<file path="config.mk">
export PLATFORM = sky130hd
export DESIGN_NAME = keypad_scan_seven_segment_mux_core_flat
export DESIGN_NICKNAME = d
export VERILOG_FILES = /design/src/kssm_pkg.sv /design/src/kssm_in_if.sv /design/src/kssm_out_if.sv /design/src/kssm_key_decode.sv /design/src/kssm_digit_mux.sv /design/src/keypad_scan_seven_segment_mux_core.sv /design/src/flat_wrapper.sv
export SDC_FILE = /design/constraint.sdc
export NUM_CORES = 1
export LEC_CHECK = 0
export BUFFER_PORTS_ARGS = -buffer_cell sky130_fd_sc_hd__buf_2
export CAP_MARGIN = 20
export CORE_MARGIN = 3
export CORE_UTILIZATION = 50
export DETAILED_ROUTE_END_ITERATION = 16
export GPL_ROUTABILITY_DRIVEN = 0
export HOLD_SLACK_MARGIN = 0.15
export PLACE_DENSITY_LB_ADDON = 0.1
export RECOVER_POWER = 50
export SETUP_SLACK_MARGIN = 0.15
export SYNTH_ARGS = -nofsm -noshare
export SYNTH_HDL_FRONTEND = slang
export SYNTH_SLANG_ARGS = --single-unit
</file>
<file path="constraint.sdc">
create_clock -name clk_i -period 3.5 [get_ports clk_i]
set_input_delay 1.05 -clock clk_i [delete_from_list [all_inputs] [get_ports clk_i]]
set_output_delay 1.05 -clock clk_i [all_outputs]
set_load 0.005 [all_outputs]
</file>
<file path="src/kssm_pkg.sv">
`timescale 1ns / 1ps
// Package: widths, constants and decode helpers for the keypad scanner / display mux.
package kssm_pkg;

  localparam int unsigned NUM_DIGITS = 4;
  localparam int unsigned DigitW     = (NUM_DIGITS > 1) ? $clog2(NUM_DIGITS) : 1;
  localparam int unsigned LineW      = 4;
  localparam int unsigned KeyW       = 5;
  localparam int unsigned ByteW      = 8;
  localparam int unsigned PeriodW    = 8;

  localparam logic [PeriodW-1:0] ScanPeriodReset = 8'd20;
  localparam logic [KeyW-1:0]    KeyNone         = '0;
  localparam logic [KeyW-1:0]    KeyMax          = 5'd16;
  localparam logic [ByteW-1:0]   SegBlank        = 8'hFF;

  // Active-low patterns, bit0=a .. bit6=g, bit7 (dp) off.
  localparam logic [ByteW-1:0] SegTable [10] = '{
    8'hC0, 8'hF9, 8'hA4, 8'hB0, 8'h99, 8'h92, 8'h82, 8'hF8, 8'h80, 8'h90
  };

  // Index of highest set bit, 0 when none set.
  function automatic logic [1:0] top_bit(logic [LineW-1:0] v);
    logic [1:0] r;
    if (v[3]) begin
      r = 2'd3;
    end else if (v[2]) begin
      r = 2'd2;
    end else if (v[1]) begin
      r = 2'd1;
    end else begin
      r = 2'd0;
    end
    return r;
  endfunction

  // Decimal digit of a key code (0..16); shift counts divisions by ten.
  function automatic logic [3:0] key_digit(logic [KeyW-1:0] key, logic [DigitW-1:0] shift);
    logic            tens;
    logic [KeyW-1:0] ones;
    logic [3:0]      d;
    tens = (key >= KeyW'(10));
    ones = tens ? (key - KeyW'(10)) : key;
    if (shift == '0) begin
      d = ones[3:0];
    end else if (shift == DigitW'(1)) begin
      d = {3'b000, tens};
    end else begin
      d = 4'd0;
    end
    return d;
  endfunction

  function automatic logic [ByteW-1:0] seg_pattern(logic [3:0] d);
    logic [ByteW-1:0] s;
    if (d > 4'd9) begin
      s = SegBlank;
    end else begin
      s = SegTable[d];
    end
    return s;
  endfunction

endpackage

</file>
<file path="src/kssm_in_if.sv">
`timescale 1ns / 1ps
// Interface: input channel carrying the sampled keypad line nibbles.
interface kssm_in_if;
  import kssm_pkg::*;

  logic             valid;
  logic             ready;
  logic [LineW-1:0] key_low_lines;
  logic [LineW-1:0] key_high_lines;

  modport source (output valid, output key_low_lines, output key_high_lines, input ready);
  modport sink   (input valid, input key_low_lines, input key_high_lines, output ready);
endinterface

</file>
<file path="src/kssm_out_if.sv">
`timescale 1ns / 1ps
// Interface: result channel carrying digit enable, segments and key code.
interface kssm_out_if;
  import kssm_pkg::*;

  logic             valid;
  logic             ready;
  logic [ByteW-1:0] digit_enable;
  logic [ByteW-1:0] segments;
  logic [KeyW-1:0]  key_code;

  modport source (output valid, output digit_enable, output segments, output key_code,
                  input ready);
  modport sink   (input valid, input digit_enable, input segments, input key_code,
                  output ready);
endinterface

</file>
<file path="src/kssm_key_decode.sv">
`timescale 1ns / 1ps
// Scan phase counter and keypad decode; holds the key of the last scan (KeyNone if none pressed).
module kssm_key_decode (
  input  logic                          clk_i,
  input  logic                          rst_ni,
  input  logic                          cfg_we_i,
  input  logic [kssm_pkg::PeriodW-1:0]  cfg_data_i,
  input  logic                          advance_i,
  input  logic [kssm_pkg::LineW-1:0]    key_low_lines_i,
  input  logic [kssm_pkg::LineW-1:0]    key_high_lines_i,
  output logic [kssm_pkg::KeyW-1:0]     key_o
);
  import kssm_pkg::*;

  logic [PeriodW-1:0] period_q;
  logic [PeriodW-1:0] phase_q, phase_d;
  logic [KeyW-1:0]    key_q, key_d;
  logic [PeriodW-1:0] period_eff;
  logic [PeriodW:0]   phase_inc;
  logic [LineW-1:0]   low_act, high_act;
  logic [1:0]         row;
  logic [2:0]         col;

  always_comb begin
    low_act    = ~key_low_lines_i;
    high_act   = ~key_high_lines_i;
    row        = 2'd3 - top_bit(high_act);
    col        = 3'd4 - {1'b0, top_bit(low_act)};
    period_eff = (period_q == '0) ? PeriodW'(1) : period_q;
    phase_inc  = {1'b0, phase_q} + (PeriodW+1)'(1);

    key_d = key_q;
    if (phase_q == '0) begin
      if (low_act != '0) begin
        key_d = KeyW'({row, 2'b00}) + KeyW'(col);
      end else begin
        key_d = KeyNone;
      end
    end

    phase_d = (phase_inc >= {1'b0, period_eff}) ? '0 : phase_inc[PeriodW-1:0];
  end

  always_ff @(posedge clk_i or negedge rst_ni) begin
    if (!rst_ni) begin
      period_q <= ScanPeriodReset;
      phase_q  <= '0;
      key_q    <= KeyNone;
    end else begin
      if (cfg_we_i) begin
        period_q <= cfg_data_i;
      end
      if (advance_i) begin
        phase_q <= phase_d;
        key_q   <= key_d;
      end
    end
  end

  // Key as it stands after this item's decode.
  assign key_o = key_d;

endmodule

</file>
<file path="src/kssm_digit_mux.sv">
`timescale 1ns / 1ps
// Digit rotation and seven-segment result register.
module kssm_digit_mux (
  input  logic                        clk_i,
  input  logic                        rst_ni,
  input  logic                        advance_i,
  input  logic [kssm_pkg::KeyW-1:0]   key_i,
  output logic [kssm_pkg::ByteW-1:0]  digit_enable_o,
  output logic [kssm_pkg::ByteW-1:0]  segments_o,
  output logic [kssm_pkg::KeyW-1:0]   key_code_o
);
  import kssm_pkg::*;

  logic [DigitW-1:0] pos_q, pos_d;
  logic [DigitW-1:0] shift;
  logic [ByteW-1:0]  enable_d, seg_d;
  logic [ByteW-1:0]  enable_q, seg_q;
  logic [KeyW-1:0]   key_code_q;

  always_comb begin
    shift    = DigitW'(NUM_DIGITS - 1) - pos_q;
    enable_d = ~(ByteW'(1) << pos_q);
    seg_d    = seg_pattern(key_digit(key_i, shift));
    pos_d    = (pos_q == DigitW'(NUM_DIGITS - 1)) ? '0 : pos_q + DigitW'(1);
  end

  always_ff @(posedge clk_i or negedge rst_ni) begin
    if (!rst_ni) begin
      pos_q <= '0;
    end else if (advance_i) begin
      pos_q <= pos_d;
    end
  end

  always_ff @(posedge clk_i) begin
    if (advance_i) begin
      enable_q   <= enable_d;
      seg_q      <= seg_d;
      key_code_q <= key_i;
    end
  end

  assign digit_enable_o = enable_q;
  assign segments_o     = seg_q;
  assign key_code_o     = key_code_q;

endmodule

</file>
<file path="src/keypad_scan_seven_segment_mux_core.sv">
`timescale 1ns / 1ps
// Top level: keypad scanner with multiplexed seven-segment display driver.
//
// Usage
//   in_i  : one item per timer tick, carrying the sampled active-low keypad
//           nibbles (key_low_lines = columns, key_high_lines = rows).
//   out_o : one item per input item: active-low digit enable, active-low
//           segment pattern of that decimal digit of the key, and key code.
//   cfg   : cfg_we_i / cfg_data_i write scan_period (ticks between scans,
//           0 behaves as 1). Write only while no item is in flight.
// Timing
//   An item accepted at a clock edge is registered and shown on out_o right
//   after that edge. Throughput is one item per cycle while out_o takes its
//   results; the whole decode (priority encode, digit split, segment lookup)
//   sits between the input handshake and the single result register.
// Reset
//   Scan period returns to 20, scan phase, digit position and key to zero;
//   the result register comes up empty.
// Stall
//   While out_o is held off, the result register keeps its item and in_i
//   ready drops; ready rises again in the cycle the result is taken.
module keypad_scan_seven_segment_mux_core (
  input  logic                          clk_i,
  input  logic                          rst_ni,
  input  logic                          cfg_we_i,
  input  logic [kssm_pkg::PeriodW-1:0]  cfg_data_i,
  kssm_in_if.sink                       in_i,
  kssm_out_if.source                    out_o
);
  import kssm_pkg::*;

  logic            out_valid_q;
  logic            accept;
  logic [KeyW-1:0] key_now;

  // Result slot is free when empty or being drained this cycle.
  assign in_i.ready = !out_valid_q || out_o.ready;
  assign accept     = in_i.valid && in_i.ready;

  kssm_key_decode u_decode (
    .clk_i            (clk_i),
    .rst_ni           (rst_ni),
    .cfg_we_i         (cfg_we_i),
    .cfg_data_i       (cfg_data_i),
    .advance_i        (accept),
    .key_low_lines_i  (in_i.key_low_lines),
    .key_high_lines_i (in_i.key_high_lines),
    .key_o            (key_now)
  );

  kssm_digit_mux u_digit (
    .clk_i          (clk_i),
    .rst_ni         (rst_ni),
    .advance_i      (accept),
    .key_i          (key_now),
    .digit_enable_o (out_o.digit_enable),
    .segments_o     (out_o.segments),
    .key_code_o     (out_o.key_code)
  );

  always_ff @(posedge clk_i or negedge rst_ni) begin
    if (!rst_ni) begin
      out_valid_q <= 1'b0;
    end else if (accept) begin
      out_valid_q <= 1'b1;
    end else if (out_o.ready) begin
      out_valid_q <= 1'b0;
    end
  end

  assign out_o.valid = out_valid_q;

  // Every accepted item produces a result the next cycle.
  a_accept_gives_result: assert property (@(posedge clk_i) disable iff (!rst_ni)
    accept |=> out_valid_q)
    else $error("accepted item produced no result");

  // A waiting result blocks input until it is taken.
  a_stall_blocks_input: assert property (@(posedge clk_i) disable iff (!rst_ni)
    (out_valid_q && !out_o.ready) |-> !in_i.ready)
    else $error("input accepted over a stalled result");

  // Exactly one digit enable is low, all upper bits high.
  a_one_digit: assert property (@(posedge clk_i) disable iff (!rst_ni)
    out_valid_q |-> ($countones(~out_o.digit_enable) == 1 &&
                     ~out_o.digit_enable[ByteW-1:NUM_DIGITS] == '0))
    else $error("digit enable not one-cold");

  // Decimal point off and key code in range.
  a_result_range: assert property (@(posedge clk_i) disable iff (!rst_ni)
    out_valid_q |-> (out_o.segments[ByteW-1] && out_o.key_code <= KeyMax))
    else $error("segment or key code out of range");

endmodule
</file>
<file path="src/flat_wrapper.sv">
// flat-port wrapper written by rule: the top's interface ports become plain ports
module keypad_scan_seven_segment_mux_core_flat import kssm_pkg::*;
  (clk_i, rst_ni, cfg_we_i, cfg_data_i, in_i_valid, in_i_key_low_lines, in_i_key_high_lines, in_i_ready, out_o_valid, out_o_digit_enable, out_o_segments, out_o_key_code, out_o_ready);
  kssm_in_if in_i_i ();
  kssm_out_if out_o_i ();
  input  logic clk_i;
  input  logic rst_ni;
  input  logic cfg_we_i;
  input  logic [kssm_pkg::PeriodW-1:0] cfg_data_i;
  input wire logic [$bits(in_i_i.valid)-1:0] in_i_valid;
  input wire logic [$bits(in_i_i.key_low_lines)-1:0] in_i_key_low_lines;
  input wire logic [$bits(in_i_i.key_high_lines)-1:0] in_i_key_high_lines;
  output wire logic [$bits(in_i_i.ready)-1:0] in_i_ready;
  output wire logic [$bits(out_o_i.valid)-1:0] out_o_valid;
  output wire logic [$bits(out_o_i.digit_enable)-1:0] out_o_digit_enable;
  output wire logic [$bits(out_o_i.segments)-1:0] out_o_segments;
  output wire logic [$bits(out_o_i.key_code)-1:0] out_o_key_code;
  input wire logic [$bits(out_o_i.ready)-1:0] out_o_ready;
  assign in_i_i.valid = in_i_valid;
  assign in_i_i.key_low_lines = in_i_key_low_lines;
  assign in_i_i.key_high_lines = in_i_key_high_lines;
  assign in_i_ready = in_i_i.ready;
  assign out_o_valid = out_o_i.valid;
  assign out_o_digit_enable = out_o_i.digit_enable;
  assign out_o_segments = out_o_i.segments;
  assign out_o_key_code = out_o_i.key_code;
  assign out_o_i.ready = out_o_ready;
  keypad_scan_seven_segment_mux_core u_core (.clk_i(clk_i), .rst_ni(rst_ni), .cfg_we_i(cfg_we_i), .cfg_data_i(cfg_data_i), .in_i(in_i_i), .out_o(out_o_i));
endmodule
</file>
==> flow_summary_export.csv, run 1 <==
group,metric,value,unit
die,die_h,75.8,um
worst_setup_path,endpoint,"u_core.u_digit.segments_o[4]$_SDFFCE_PN1P_",
finish,layout.nets,369,
global_routing,grt_usage,18.3,%
worst_setup_path,criticalPathCategory,"primary input to register",
detailed_routing,wl_per_cell,12.5,um
yosys,synthCells,245,
die,start_util,53.8,%
detailed_routing,drt-pass1-iter-count,4,
detailed_routing,wl,4.86,mm
yosys,synth-seq-cells,40,
yosys,avgSynthCellArea,9.95,um^2
die,coreArea,4530,um^2
finish,antenna_cells,0,
cts,cts_buffers,5,
sta,finalSetupViolCount,7,
place,portBuffers,37,
sta,slew_headroom,11.0,%
cts,cts-root-buf,"clkbuf_8",
outcome,run_status,"complete, but fails checks",
sta,rsz0062_at_grt,"yes",
worst_setup_path,r2r_end,"u_core.u_digit.segments_o[4]$_SDFFCE_PN1P_",
cts,tritoncts,"built",
worst_setup_path,start_kind,"primary input",
global_routing,grt_max_degree,25,
sta,min_period_over_period,104,%
outcome,violations,"setup timing",
worst_setup_path,r2r-start,"u_core.u_decode.phase_q[0]$_DFFE_PN0P_",
worst_setup_path,cp_max_fo,4,
sta,final_max_slew_viol_count,0,
job,drv_cap,0,
sta,min_period,3.65,ns
worst_hold_path,hold_path_class,"register to register",
power_and_ir_drop,p_total,2.06,mW
finish,layout_common_cells,"buf_4, nand2_1, buf_2, inv_1, dfrtp_1",
sta,hold_violations,0,
die,die_area,5750,um^2
power_and_ir_drop,p_leak,1.51,nW
finish,drive_gt1_share,34.5,%
worst_setup_path,end_kind,"register",
global_routing,antenna_found_initial,0,
detailed_routing,via_count,1957,
place,hpwl,3.58,mm
die,die_w,75.8,um
cts,holdBufCountCts,0,
finish,synthToLayoutAreaGrowth,31.6,%
global_routing,grt_pass1_wl,8.09,mm
yosys,ys_types,52,
global_routing,grt_pass1_vias,1843,
detailed_routing,detail_route.iter0.violations,66,
worst_setup_path,r2r_slack,0.03,ns
yosys,ys_warn_count,0,
yosys,syn_area,2440,um^2
yosys,yosysSeqAreaShare,44.5,%
sta,worst_pin_slew,1.33,ns
cts,clock-sinks,40,
cts,h-tree-depth,2,
power_and_ir_drop,vdd_ir_drop_max,0.299,mV
finish,final_common_cell,"buf_4",
sta,fin_worst_skew,0.00771,ns
detailed_routing,ant_nets,0,
detailed_routing,avgViaCountPerCell,5.02,
global_routing,grt.overflow.total,0,
place,dp_slack,-0.544,ns
die,ios,44,
worst_hold_path,hold_start,"u_core.u_decode.period_q[0]$_DFFE_PN0P_",
worst_setup_path,cp-startpoint,"in_i_key_low_lines[3]",
power_and_ir_drop,power.density,643,nW/um^2
cts,clkSlewWorstSetupHoldPaths,0.08,ns
worst_setup_path,worstPathRequired,3.64,ns
sta,setup_ws,-0.148,ns
worst_setup_path,reg2reg_depth,15,
cts,clock_latency,0.29,ns
die,rows,24,
sta,max_freq,274,MHz
worst_setup_path,cp_data_arrival_time,3.79,ns
finish,postLayoutCoreUtil,70.8,%
cts,cts_buffer_depth,2,
detailed_routing,drc,0,
==> cells by family after synthesis <==
family / count (synthesis) / synth area share, %
simple gates: 85 / 18.9
compound gates: 54 / 15.2
flops: 40 / 44.5
buf+inv: 34 / 6.06
fa+ha+maj: 24 / 12.3
mux: 4 / 1.85
xor+xnor: 3 / 1.08
other cells: 1 / 0.154
==> power breakdown <==
group / total (mW) / switching, mW / internal, mW
clock: 0.303 / 0.164 / 0.138
sequential: 0.683 / 0.0580 / 0.625
combinational: 1.08 / 0.532 / 0.545
total: 2.06 / 0.755 / 1.31
==> cell type report <==
type | count | area, um^2
clock buffers | 6 | 72.6
well taps | 65 | 81.3
multi-input cells | 175 | 1350
inverters | 26 | 100
repair buffers | 76 | 509
clock inverters | 2 | 11.3
fillers | 341 | 1330
flip-flops and latches | 40 | 1080
==> cell usage after synthesis, drive strengths merged <==
library cell / count / area [um^2]
or2: 3 / 18.8
a21o: 3 / 22.5
o211ai: 1 / 7.51
a31oi: 1 / 6.26
buf: 6 / 42.5
a21boi: 3 / 26.3
nor4: 2 / 12.5
or4b: 1 / 13.8
ha: 24 / 300
o22a: 1 / 8.76
nor4b: 1 / 23.8
or3: 3 / 18.8
conb: 1 / 3.75
dfstp: 2 / 52.6
o22ai: 1 / 6.26
clkbuf: 2 / 7.51
nand4: 7 / 43.8
o221ai: 2 / 17.5
a22o: 3 / 26.3
nor2: 8 / 32.5
o21ba: 1 / 10.0
o21a: 1 / 7.51
inv: 25 / 93.8
nand2: 32 / 123
nand2b: 5 / 31.3
nor3: 2 / 15.0
a41o: 1 / 10.0
edfxtp: 16 / 480
clkinv: 1 / 3.75
mux2: 4 / 45.0
nor2b: 8 / 50.1
o21ai: 24 / 131
and2: 4 / 25.0
a311o: 1 / 10.0
nand4b: 1 / 8.76
a32oi: 1 / 8.76
a21oi: 6 / 30.0
dfrtp: 22 / 551
a22oi: 1 / 12.5
and3: 3 / 18.8
nand3: 5 / 25.0
xnor2: 3 / 26.3
o211a: 2 / 20.0
o2bb2ai: 1 / 8.76
==> per-stage QoR <==
| stage | cell area (um^2) | hold slack [ns] | cells | setup TNS (ns) |
|---|---|---|---|---|
| floorplan | 2510 | 0.466 | 249 | -1.29 |
| global placement | 2980 | 0.492 | 376 | -3.03 |
| detailed placement | 2980 | 0.507 | 376 | -3.37 |
| CTS | 3140 | 0.526 | 388 | -0.652 |
| global route | 3210 | 0.534 | 390 | -1.50 |
| finish | 3210 | 0.521 | 390 | -0.497 |
==> worst max-delay path, stage by stage <==
cell and delay [ns]:
buf_8 0.10, and2_4 0.15, ha_4 0.16, ha_4 0.24, nand2_4 0.06, o21a_1 0.15, ha_2 0.21, nor2b_1 0.05
o21ai_1 0.07, nand4b_1 0.13, a311o_1 0.33, a22oi_2 0.22, inv_2 0.11, ha_4 0.17, or3_4 0.38, a32oi_1 0.20
==> how the worst min path moves through the flow <==
stage / to / slack (ns) / depth (start not counted)
after floorplan: u_core.u_decode.key_q[2]$_DFFE_PN0P_ / 0.47 / 2
after global placement: u_core.u_decode.key_q[1]$_DFFE_PN0P_ / 0.49 / 2
after detailed placement: u_core.u_decode.period_q[0]$_DFFE_PN0P_ / 0.51 / 1
after CTS: u_core.u_decode.period_q[0]$_DFFE_PN0P_ / 0.53 / 1
after global routing: u_core.u_decode.period_q[0]$_DFFE_PN0P_ / 0.53 / 1
final: u_core.u_decode.period_q[0]$_DFFE_PN0P_ / 0.52 / 1
==> per-layer routing <==
layer / vias to the layer above / part of all wire (%) / global-route usage, %
met3: 2 / 4.2 / 4.35
met2: 44 / 53 / 33.8
met4: 0 / 0.45 / 3.50
met5: - / 0 / 0
met1: 899 / 42 / 21.4
li1: 1012 / - / -
==> sequential cells by signal, indices dropped and copies added (netlist names) <==
register / cells
u_core.u_decode.key_q: 5
u_core.u_decode.phase_q: 8
u_core.out_o.valid: 1
u_core.u_digit.digit_enable_o: 4
u_core.u_digit.key_code_o: 5
u_core.u_decode.period_q: 8
u_core.u_digit.pos_q: 2
u_core.u_digit.segments_o: 7
==> what timing repair did <==
| action | in CTS | in global routing |
|---|---|---|
| resized for setup | 11 | 15 |
| gates cloned | 0 | 0 |
| pin swaps | 15 | 5 |
| buffers inserted | 4 | 2 |
| endpoints found under the setup margin | 7 | 7 |
Note: power is estimated with default switching activity, not from simulation.
==> run 2: changes to the inputs <==
--- a/config.mk
+++ b/config.mk
@@ -7,14 +7,18 @@
 export LEC_CHECK = 0
 export BUFFER_PORTS_ARGS = -buffer_cell sky130_fd_sc_hd__buf_2
 export CAP_MARGIN = 20
+export CELL_PAD_IN_SITES_DETAIL_PLACEMENT = 0
+export CELL_PAD_IN_SITES_GLOBAL_PLACEMENT = 1
 export CORE_MARGIN = 3
-export CORE_UTILIZATION = 50
+export CORE_UTILIZATION = 39
 export DETAILED_ROUTE_END_ITERATION = 16
 export GPL_ROUTABILITY_DRIVEN = 0
+export GPL_TIMING_DRIVEN = 0
 export HOLD_SLACK_MARGIN = 0.15
 export PLACE_DENSITY_LB_ADDON = 0.1
 export RECOVER_POWER = 50
 export SETUP_SLACK_MARGIN = 0.15
+export SLEW_MARGIN = 20
 export SYNTH_ARGS = -nofsm -noshare
 export SYNTH_HDL_FRONTEND = slang
 export SYNTH_SLANG_ARGS = --single-unit
==> run 2 against run 1 <==
  * The flow still finishes with violations (setup timing)
  * Die area grew 26%
  * Sequential share of layout area grew 0.37 points
  * Clock power grew 24%
  * Combinational power is essentially flat
  * First-iteration DRC count shrank 14%
  * Critical path depth grew 4
  * Setup slack gained 0.098 ns
  * Final area shrank 1.1%
==> flow_summary_export.csv, run 2 (synthesis results as in run 1) <==
group,metric,value,unit
sta,slew_headroom,9.38,%
finish,stdcell_area,3170,um^2
global_routing,grt_pass1_wl,8.37,mm
sta,max_freq,282,MHz
worst_setup_path,worstPathRequired,3.55,ns
power_and_ir_drop,power.density,689,nW/um^2
cts,h-tree-depth,2,
place,portBuffers,37,
cts,cts_buffer_depth,2,
sta,rsz0062_at_grt,"yes",
global_routing,grt_pass1_vias,1781,
die,ios,44,
global_routing,grt_usage,14.3,%
worst_setup_path,reg2reg_depth,19,
detailed_routing,via_count,1894,
detailed_routing,avgViaCountPerCell,4.88,
worst_hold_path,hold_path_class,"register to register",
detailed_routing,detail_route.iter0.violations,57,
place,hpwl,3.42,mm
die,die_area,7230,um^2
worst_setup_path,start_kind,"primary input",
cts,clkSlewWorstSetupHoldPaths,0.08,ns
place,place_area,2790,um^2
cts,cts_buffers,5,
worst_hold_path,min_to,"u_core.u_decode.period_q[0]$_DFFE_PN0P_",
cts,holdBufCountCts,0,
detailed_routing,drc,0,
finish,fillers,547,
die,rows,28,
sta,fin_worst_skew,0.00438,ns
outcome,run_status,"complete, but fails checks",
worst_setup_path,r2r_end,"u_core.u_digit.segments_o[6]$_SDFFCE_PN1P_",
outcome,violations,"setup timing",
finish,drive_gt1_share,33.5,%
worst_setup_path,end_kind,"register",
worst_setup_path,r2r-start,"u_core.u_decode.phase_q[0]$_DFFE_PN0P_",
worst_setup_path,r2r_slack,0.03,ns
worst_setup_path,criticalPathCategory,"primary input to register",
worst_setup_path,cp_max_fo,4,
global_routing,grt.overflow.total,0,
job,drv_cap,0,
sta,worst_pin_slew,1.36,ns
sta,final_max_slew_viol_count,0,
sta,whs,0.511,ns
cts,clock-sinks,40,
power_and_ir_drop,p_leak,1.49,nW
detailed_routing,wl_per_cell,12.6,um
sta,min_period,3.55,ns
detailed_routing,wl,4.89,mm
worst_setup_path,cp_data_arrival_time,3.60,ns
sta,finalSetupViolCount,4,
power_and_ir_drop,vdd_ir_drop_max,0.257,mV
finish,final_common_cell,"buf_2",
sta,setup_ws,-0.0500,ns
finish,layout_common_cells,"buf_2, nand2_1, dfrtp_1, inv_1",
finish,antenna_cells,0,
die,die_h,85.1,um
finish,synthToLayoutAreaGrowth,30.2,%
die,coreArea,5990,um^2
global_routing,antenna_found_initial,0,
detailed_routing,drt-pass1-iter-count,4,
global_routing,grt_max_degree,26,
worst_hold_path,hold_start,"u_core.u_decode.period_q[0]$_DFFE_PN0P_",
cts,tritoncts,"built",
sta,hold_violations,0,
cts,clock_latency,0.29,ns
detailed_routing,ant_nets,0,
finish,layout.nets,357,
sta,min_period_over_period,101,%
die,start_util,40.7,%
die,die_w,85.1,um
worst_hold_path,whs_path_depth,1,
cts,cts-root-buf,"clkbuf_8",
[run 2: changes by cell type in the layout (fill, tap and decap cells not counted), sizes merged]
cell	change
clkinvlp	-1
buf	-7
clkbuf	-5
bufinv	+1
[run 2: where the power goes]
| part | internal [mW] | switching (mW) | total (mW) |
|---|---|---|---|
| sequential | 0.626 | 0.0801 | 0.706 |
| combinational | 0.573 | 0.531 | 1.10 |
| clock | 0.212 | 0.163 | 0.375 |
[run 2: layer usage]
layer / vias to the layer above / routed length [um] / global-route usage, %
li1: 980 / - / -
met1: 857 / 2240 / 18.2
met2: 43 / 2290 / 23.9
met3: 14 / 237 / 3.01
met4: 0 / 126 / 5.04
met5: - / 0 / 0
[run 2: area by class of cell]
class | instances | area [um^2] | share of cell area, %
Timing Repair Buffer | 56 | 378 | 11.9
Inverter | 26 | 103 | 3.23
Clock buffer | 6 | 72.6 | 2.29
Buffer | 8 | 50.0 | 1.58
Clock inverter | 2 | 35.0 | 1.10
Sequential cell | 40 | 1080 | 34.1
Tap cell | 75 | 93.8 | 2.96
Multi-Input combinational cell | 175 | 1360 | 42.8
[run 2: worst max-delay path, stage by stage]
cell      delay (ns)
buf_8           0.10
a21boi_4        0.18
ha_4            0.16
ha_4            0.20
nand2_4         0.05
o21a_4          0.14
ha_4            0.13
nor2b_1         0.04
nand4_1         0.07
nand4b_1        0.13
a311o_1         0.34
o21ai_2         0.22
buf_4           0.15
buf_6           0.09
buf_6           0.08
buf_6           0.08
buf_6           0.08
buf_6           0.08
nand4_1         0.07
o211a_1         0.14
[run 2: through the flow]
step | setup TNS, ns | util (%) | setup WS, ns | std cells | total power, mW
global placement | -5.01 | 46.6 | -0.802 | 361 | 1.48
global route | -1.02 | 53.0 | -0.190 | 388 | 2.36
detailed placement | -5.09 | 46.6 | -0.832 | 361 | 1.49
floorplan | -1.29 | - | -0.274 | 249 | 1.28
CTS | -0.430 | 51.7 | -0.144 | 385 | 2.10
finish | -0.114 | 53.0 | -0.0500 | 388 | 2.18
[run 2: worst max path at each step]
stage	from	endpoint	slack (ns)	cells past startpoint
after floorplan	in_i_key_low_lines[3]	u_core.u_digit.segments_o[6]$_SDFFCE_PN1P_	-0.27	15
after global placement	in_i_key_low_lines[1]	u_core.u_digit.segments_o[4]$_SDFFCE_PN1P_	-0.80	17
after detailed placement	in_i_key_low_lines[1]	u_core.u_digit.segments_o[4]$_SDFFCE_PN1P_	-0.83	17
after CTS	in_i_key_low_lines[2]	u_core.u_digit.segments_o[4]$_SDFFCE_PN1P_	-0.14	16
after global routing	in_i_key_low_lines[2]	u_core.u_digit.segments_o[6]$_SDFFCE_PN1P_	-0.19	20
final	in_i_key_low_lines[2]	u_core.u_digit.segments_o[6]$_SDFFCE_PN1P_	-0.05	20
[run 2: what timing repair did]
action | 4_1_cts | 5_1_grt
gates resized for setup | 19 | 13
setup endpoints to repair | 7 | 7
cloned | 0 | 0
pin swaps | 15 | 9
buffers inserted | 16 | 3
==> run 3: changes to the inputs <==
--- a/config.mk
+++ b/config.mk
@@ -15,6 +15,7 @@
 export GPL_ROUTABILITY_DRIVEN = 0
 export GPL_TIMING_DRIVEN = 0
 export HOLD_SLACK_MARGIN = 0.15
+export MAX_ROUTING_LAYER = met4
 export PLACE_DENSITY_LB_ADDON = 0.1
 export RECOVER_POWER = 50
 export SETUP_SLACK_MARGIN = 0.15
==> run 3 against run 2 <==
  * Clock-buffer cell count unchanged
  * Worst hold slack did not move
  * Sequential power about the same
  * Critical path depth unchanged
  * The flow still finishes with violations (setup timing)
==> flow_summary_export.csv, run 3 (synthesis results as in run 1) <==
group,metric,value,unit
outcome,run_status,"complete, but fails checks",
outcome,violations,"setup timing",
sta,min_period,3.55,ns
place,dp_cells,361,
cts,clkSlewWorstSetupHoldPaths,0.08,ns
worst_setup_path,slowest_stage,"a311o_1",
global_routing,grt.overflow.total,0,
cts,clock_latency,0.29,ns
finish,stdcell_area,3170,um^2
sta,hold_violations,0,
finish,seqCellArea,1080,um^2
worst_setup_path,criticalPathCategory,"primary input to register",
worst_setup_path,critical-path-max-stage-delay,0.34,ns
detailed_routing,ant_nets,0,
cts,holdBufCountCts,0,
die,coreArea,5990,um^2
power_and_ir_drop,p_total,2.18,mW
detailed_routing,detail_route.iter0.violations,58,
global_routing,grt_pass1_wl,8.36,mm
place,place_area,2790,um^2
global_routing,antenna_found_initial,0,
detailed_routing,wl_per_cell,12.6,um
die,ios,44,
place,dp_slack,-0.832,ns
finish,multi_input_area,1360,um^2
worst_setup_path,endpoint,"u_core.u_digit.segments_o[6]$_SDFFCE_PN1P_",
cts,h-tree-depth,2,
die,die_h,85.1,um
finish,antenna_cells,0,
power_and_ir_drop,power.density,689,nW/um^2
power_and_ir_drop,vdd_ir_drop_max,0.257,mV
detailed_routing,via_count,1894,
die,start_util,40.7,%
worst_setup_path,r2r_end,"u_core.u_digit.segments_o[6]$_SDFFCE_PN1P_",
sta,min_period_over_period,101,%
worst_setup_path,end_kind,"register",
sta,rsz0062_at_grt,"yes",
detailed_routing,wl,4.89,mm
sta,final_max_slew_viol_count,0,
global_routing,grt_usage,14.7,%
global_routing,grt_max_degree,26,
finish,layout.nets,357,
worst_setup_path,cp_max_fo,4,
worst_setup_path,cp_data_arrival_time,3.60,ns
worst_hold_path,whs_path_depth,1,
cts,cts_buffer_depth,2,
global_routing,grt_pass1_vias,1782,
detailed_routing,drt-pass1-iter-count,4,
worst_setup_path,r2r_slack,0.03,ns
die,rows,28,
worst_setup_path,crit_chain,"buf_8, a21boi_4, ha_4, ha_4, nand2_4, o21a_4, ha_4, nor2b_1, nand4_1, nand4b_1, a311o_1, o21ai_2, buf_4, buf_6, buf_6, buf_6, buf_6, buf_6, nand4_1, o211a_1",
worst_setup_path,start_kind,"primary input",
cts,cts_buffers,5,
finish,drive_gt1_share,33.5,%
place,hpwl,3.42,mm
cts,tritoncts,"built",
cts,cts-root-buf,"clkbuf_8",
die,die_area,7230,um^2
sta,finalSetupViolCount,4,
worst_hold_path,hold_path_class,"register to register",
job,drv_cap,0,
detailed_routing,drc,0,
sta,slew_headroom,9.38,%
worst_setup_path,worstPathRequired,3.55,ns
place,portBuffers,37,
finish,layout_common_cells,"buf_2, nand2_1, dfrtp_1, inv_1",
detailed_routing,avgViaCountPerCell,4.88,
sta,max_freq,282,MHz
power_and_ir_drop,p_leak,1.49,nW
sta,setup_ws,-0.0499,ns
finish,fillers,547,
sta,worst_pin_slew,1.36,ns
sta,fin_tns_setup,-0.114,ns
worst_setup_path,r2r-start,"u_core.u_decode.phase_q[0]$_DFFE_PN0P_",
worst_setup_path,cp-startpoint,"in_i_key_low_lines[2]",
worst_setup_path,reg2reg_depth,19,
finish,synthToLayoutAreaGrowth,30.2,%
finish,finalNonFillerCells,388,
cts,clock-sinks,40,
sta,fin_worst_skew,0.00438,ns
die,die_w,85.1,um
finish,final_common_cell,"buf_2",
worst_setup_path,crit_top_cell,"buf_6",
run 3: cell counts in the layout (fill, tap and decap cells not counted):
No cell type changed its count.
run 3: where the power goes:
| part | internal [mW] | switching, mW | total, mW |
|---|---|---|---|
| combinational | 0.573 | 0.531 | 1.10 |
| clock | 0.212 | 0.163 | 0.375 |
| sequential | 0.626 | 0.0801 | 0.706 |
| total | 1.41 | 0.774 | 2.18 |
run 3: layer usage:
metal,global-route usage (%),up-vias,routed length [um]
met5,-,-,0
met4,5.04,0,127
met3,3.01,14,238
met2,23.9,43,2290
met1,18.2,857,2240
li1,-,980,-
run 3: worst max-delay path, delay by kind of cell:
kind / cells / cell delay (ns)
simple gates: 5 / 0.36
buf+inv: 7 / 0.66
fa+ha+maj: 3 / 0.49
compound gates: 5 / 1.02
run 3: repair_timing:
action,CTS,global route
setup endpoints to repair,7,7
pin swaps,15,9
endpoints found under the hold margin,0,0
gates resized for setup,19,13
buffers inserted,16,3
run 3: cell type report:
cell class,count,area share [%]
repair buffers,56,11.9
multi-input cells,175,42.8
clock inverters,2,1.10
clock buffers,6,2.29
flip-flops and latches,40,34.1
plain buffers,8,1.58
inverters,26,3.23
well taps,75,2.96
run 3: worst min-delay path by stage:
| stage | start | endpoint | slack (ns) |
|---|---|---|---|
| after floorplan | u_core.u_decode.key_q[2]$_DFFE_PN0P_ | u_core.u_decode.key_q[2]$_DFFE_PN0P_ | 0.47 |
| after global placement | u_core.u_decode.period_q[0]$_DFFE_PN0P_ | u_core.u_decode.period_q[0]$_DFFE_PN0P_ | 0.50 |
| after detailed placement | u_core.u_decode.period_q[0]$_DFFE_PN0P_ | u_core.u_decode.period_q[0]$_DFFE_PN0P_ | 0.50 |
| after CTS | u_core.u_decode.period_q[0]$_DFFE_PN0P_ | u_core.u_decode.period_q[0]$_DFFE_PN0P_ | 0.52 |
| after global routing | u_core.u_decode.period_q[0]$_DFFE_PN0P_ | u_core.u_decode.period_q[0]$_DFFE_PN0P_ | 0.55 |
| final | u_core.u_decode.period_q[0]$_DFFE_PN0P_ | u_core.u_decode.period_q[0]$_DFFE_PN0P_ | 0.51 |
run 3: metrics by stage:
| stage | utilization [%] | hold slack (ns) |
|---|---|---|
| after floorplan | - | 0.466 |
| after global routing | 53.0 | 0.545 |
| final | 53.0 | 0.511 |
| after global placement | 46.6 | 0.499 |
| after CTS | 51.7 | 0.518 |
| after detailed placement | 46.6 | 0.500 |
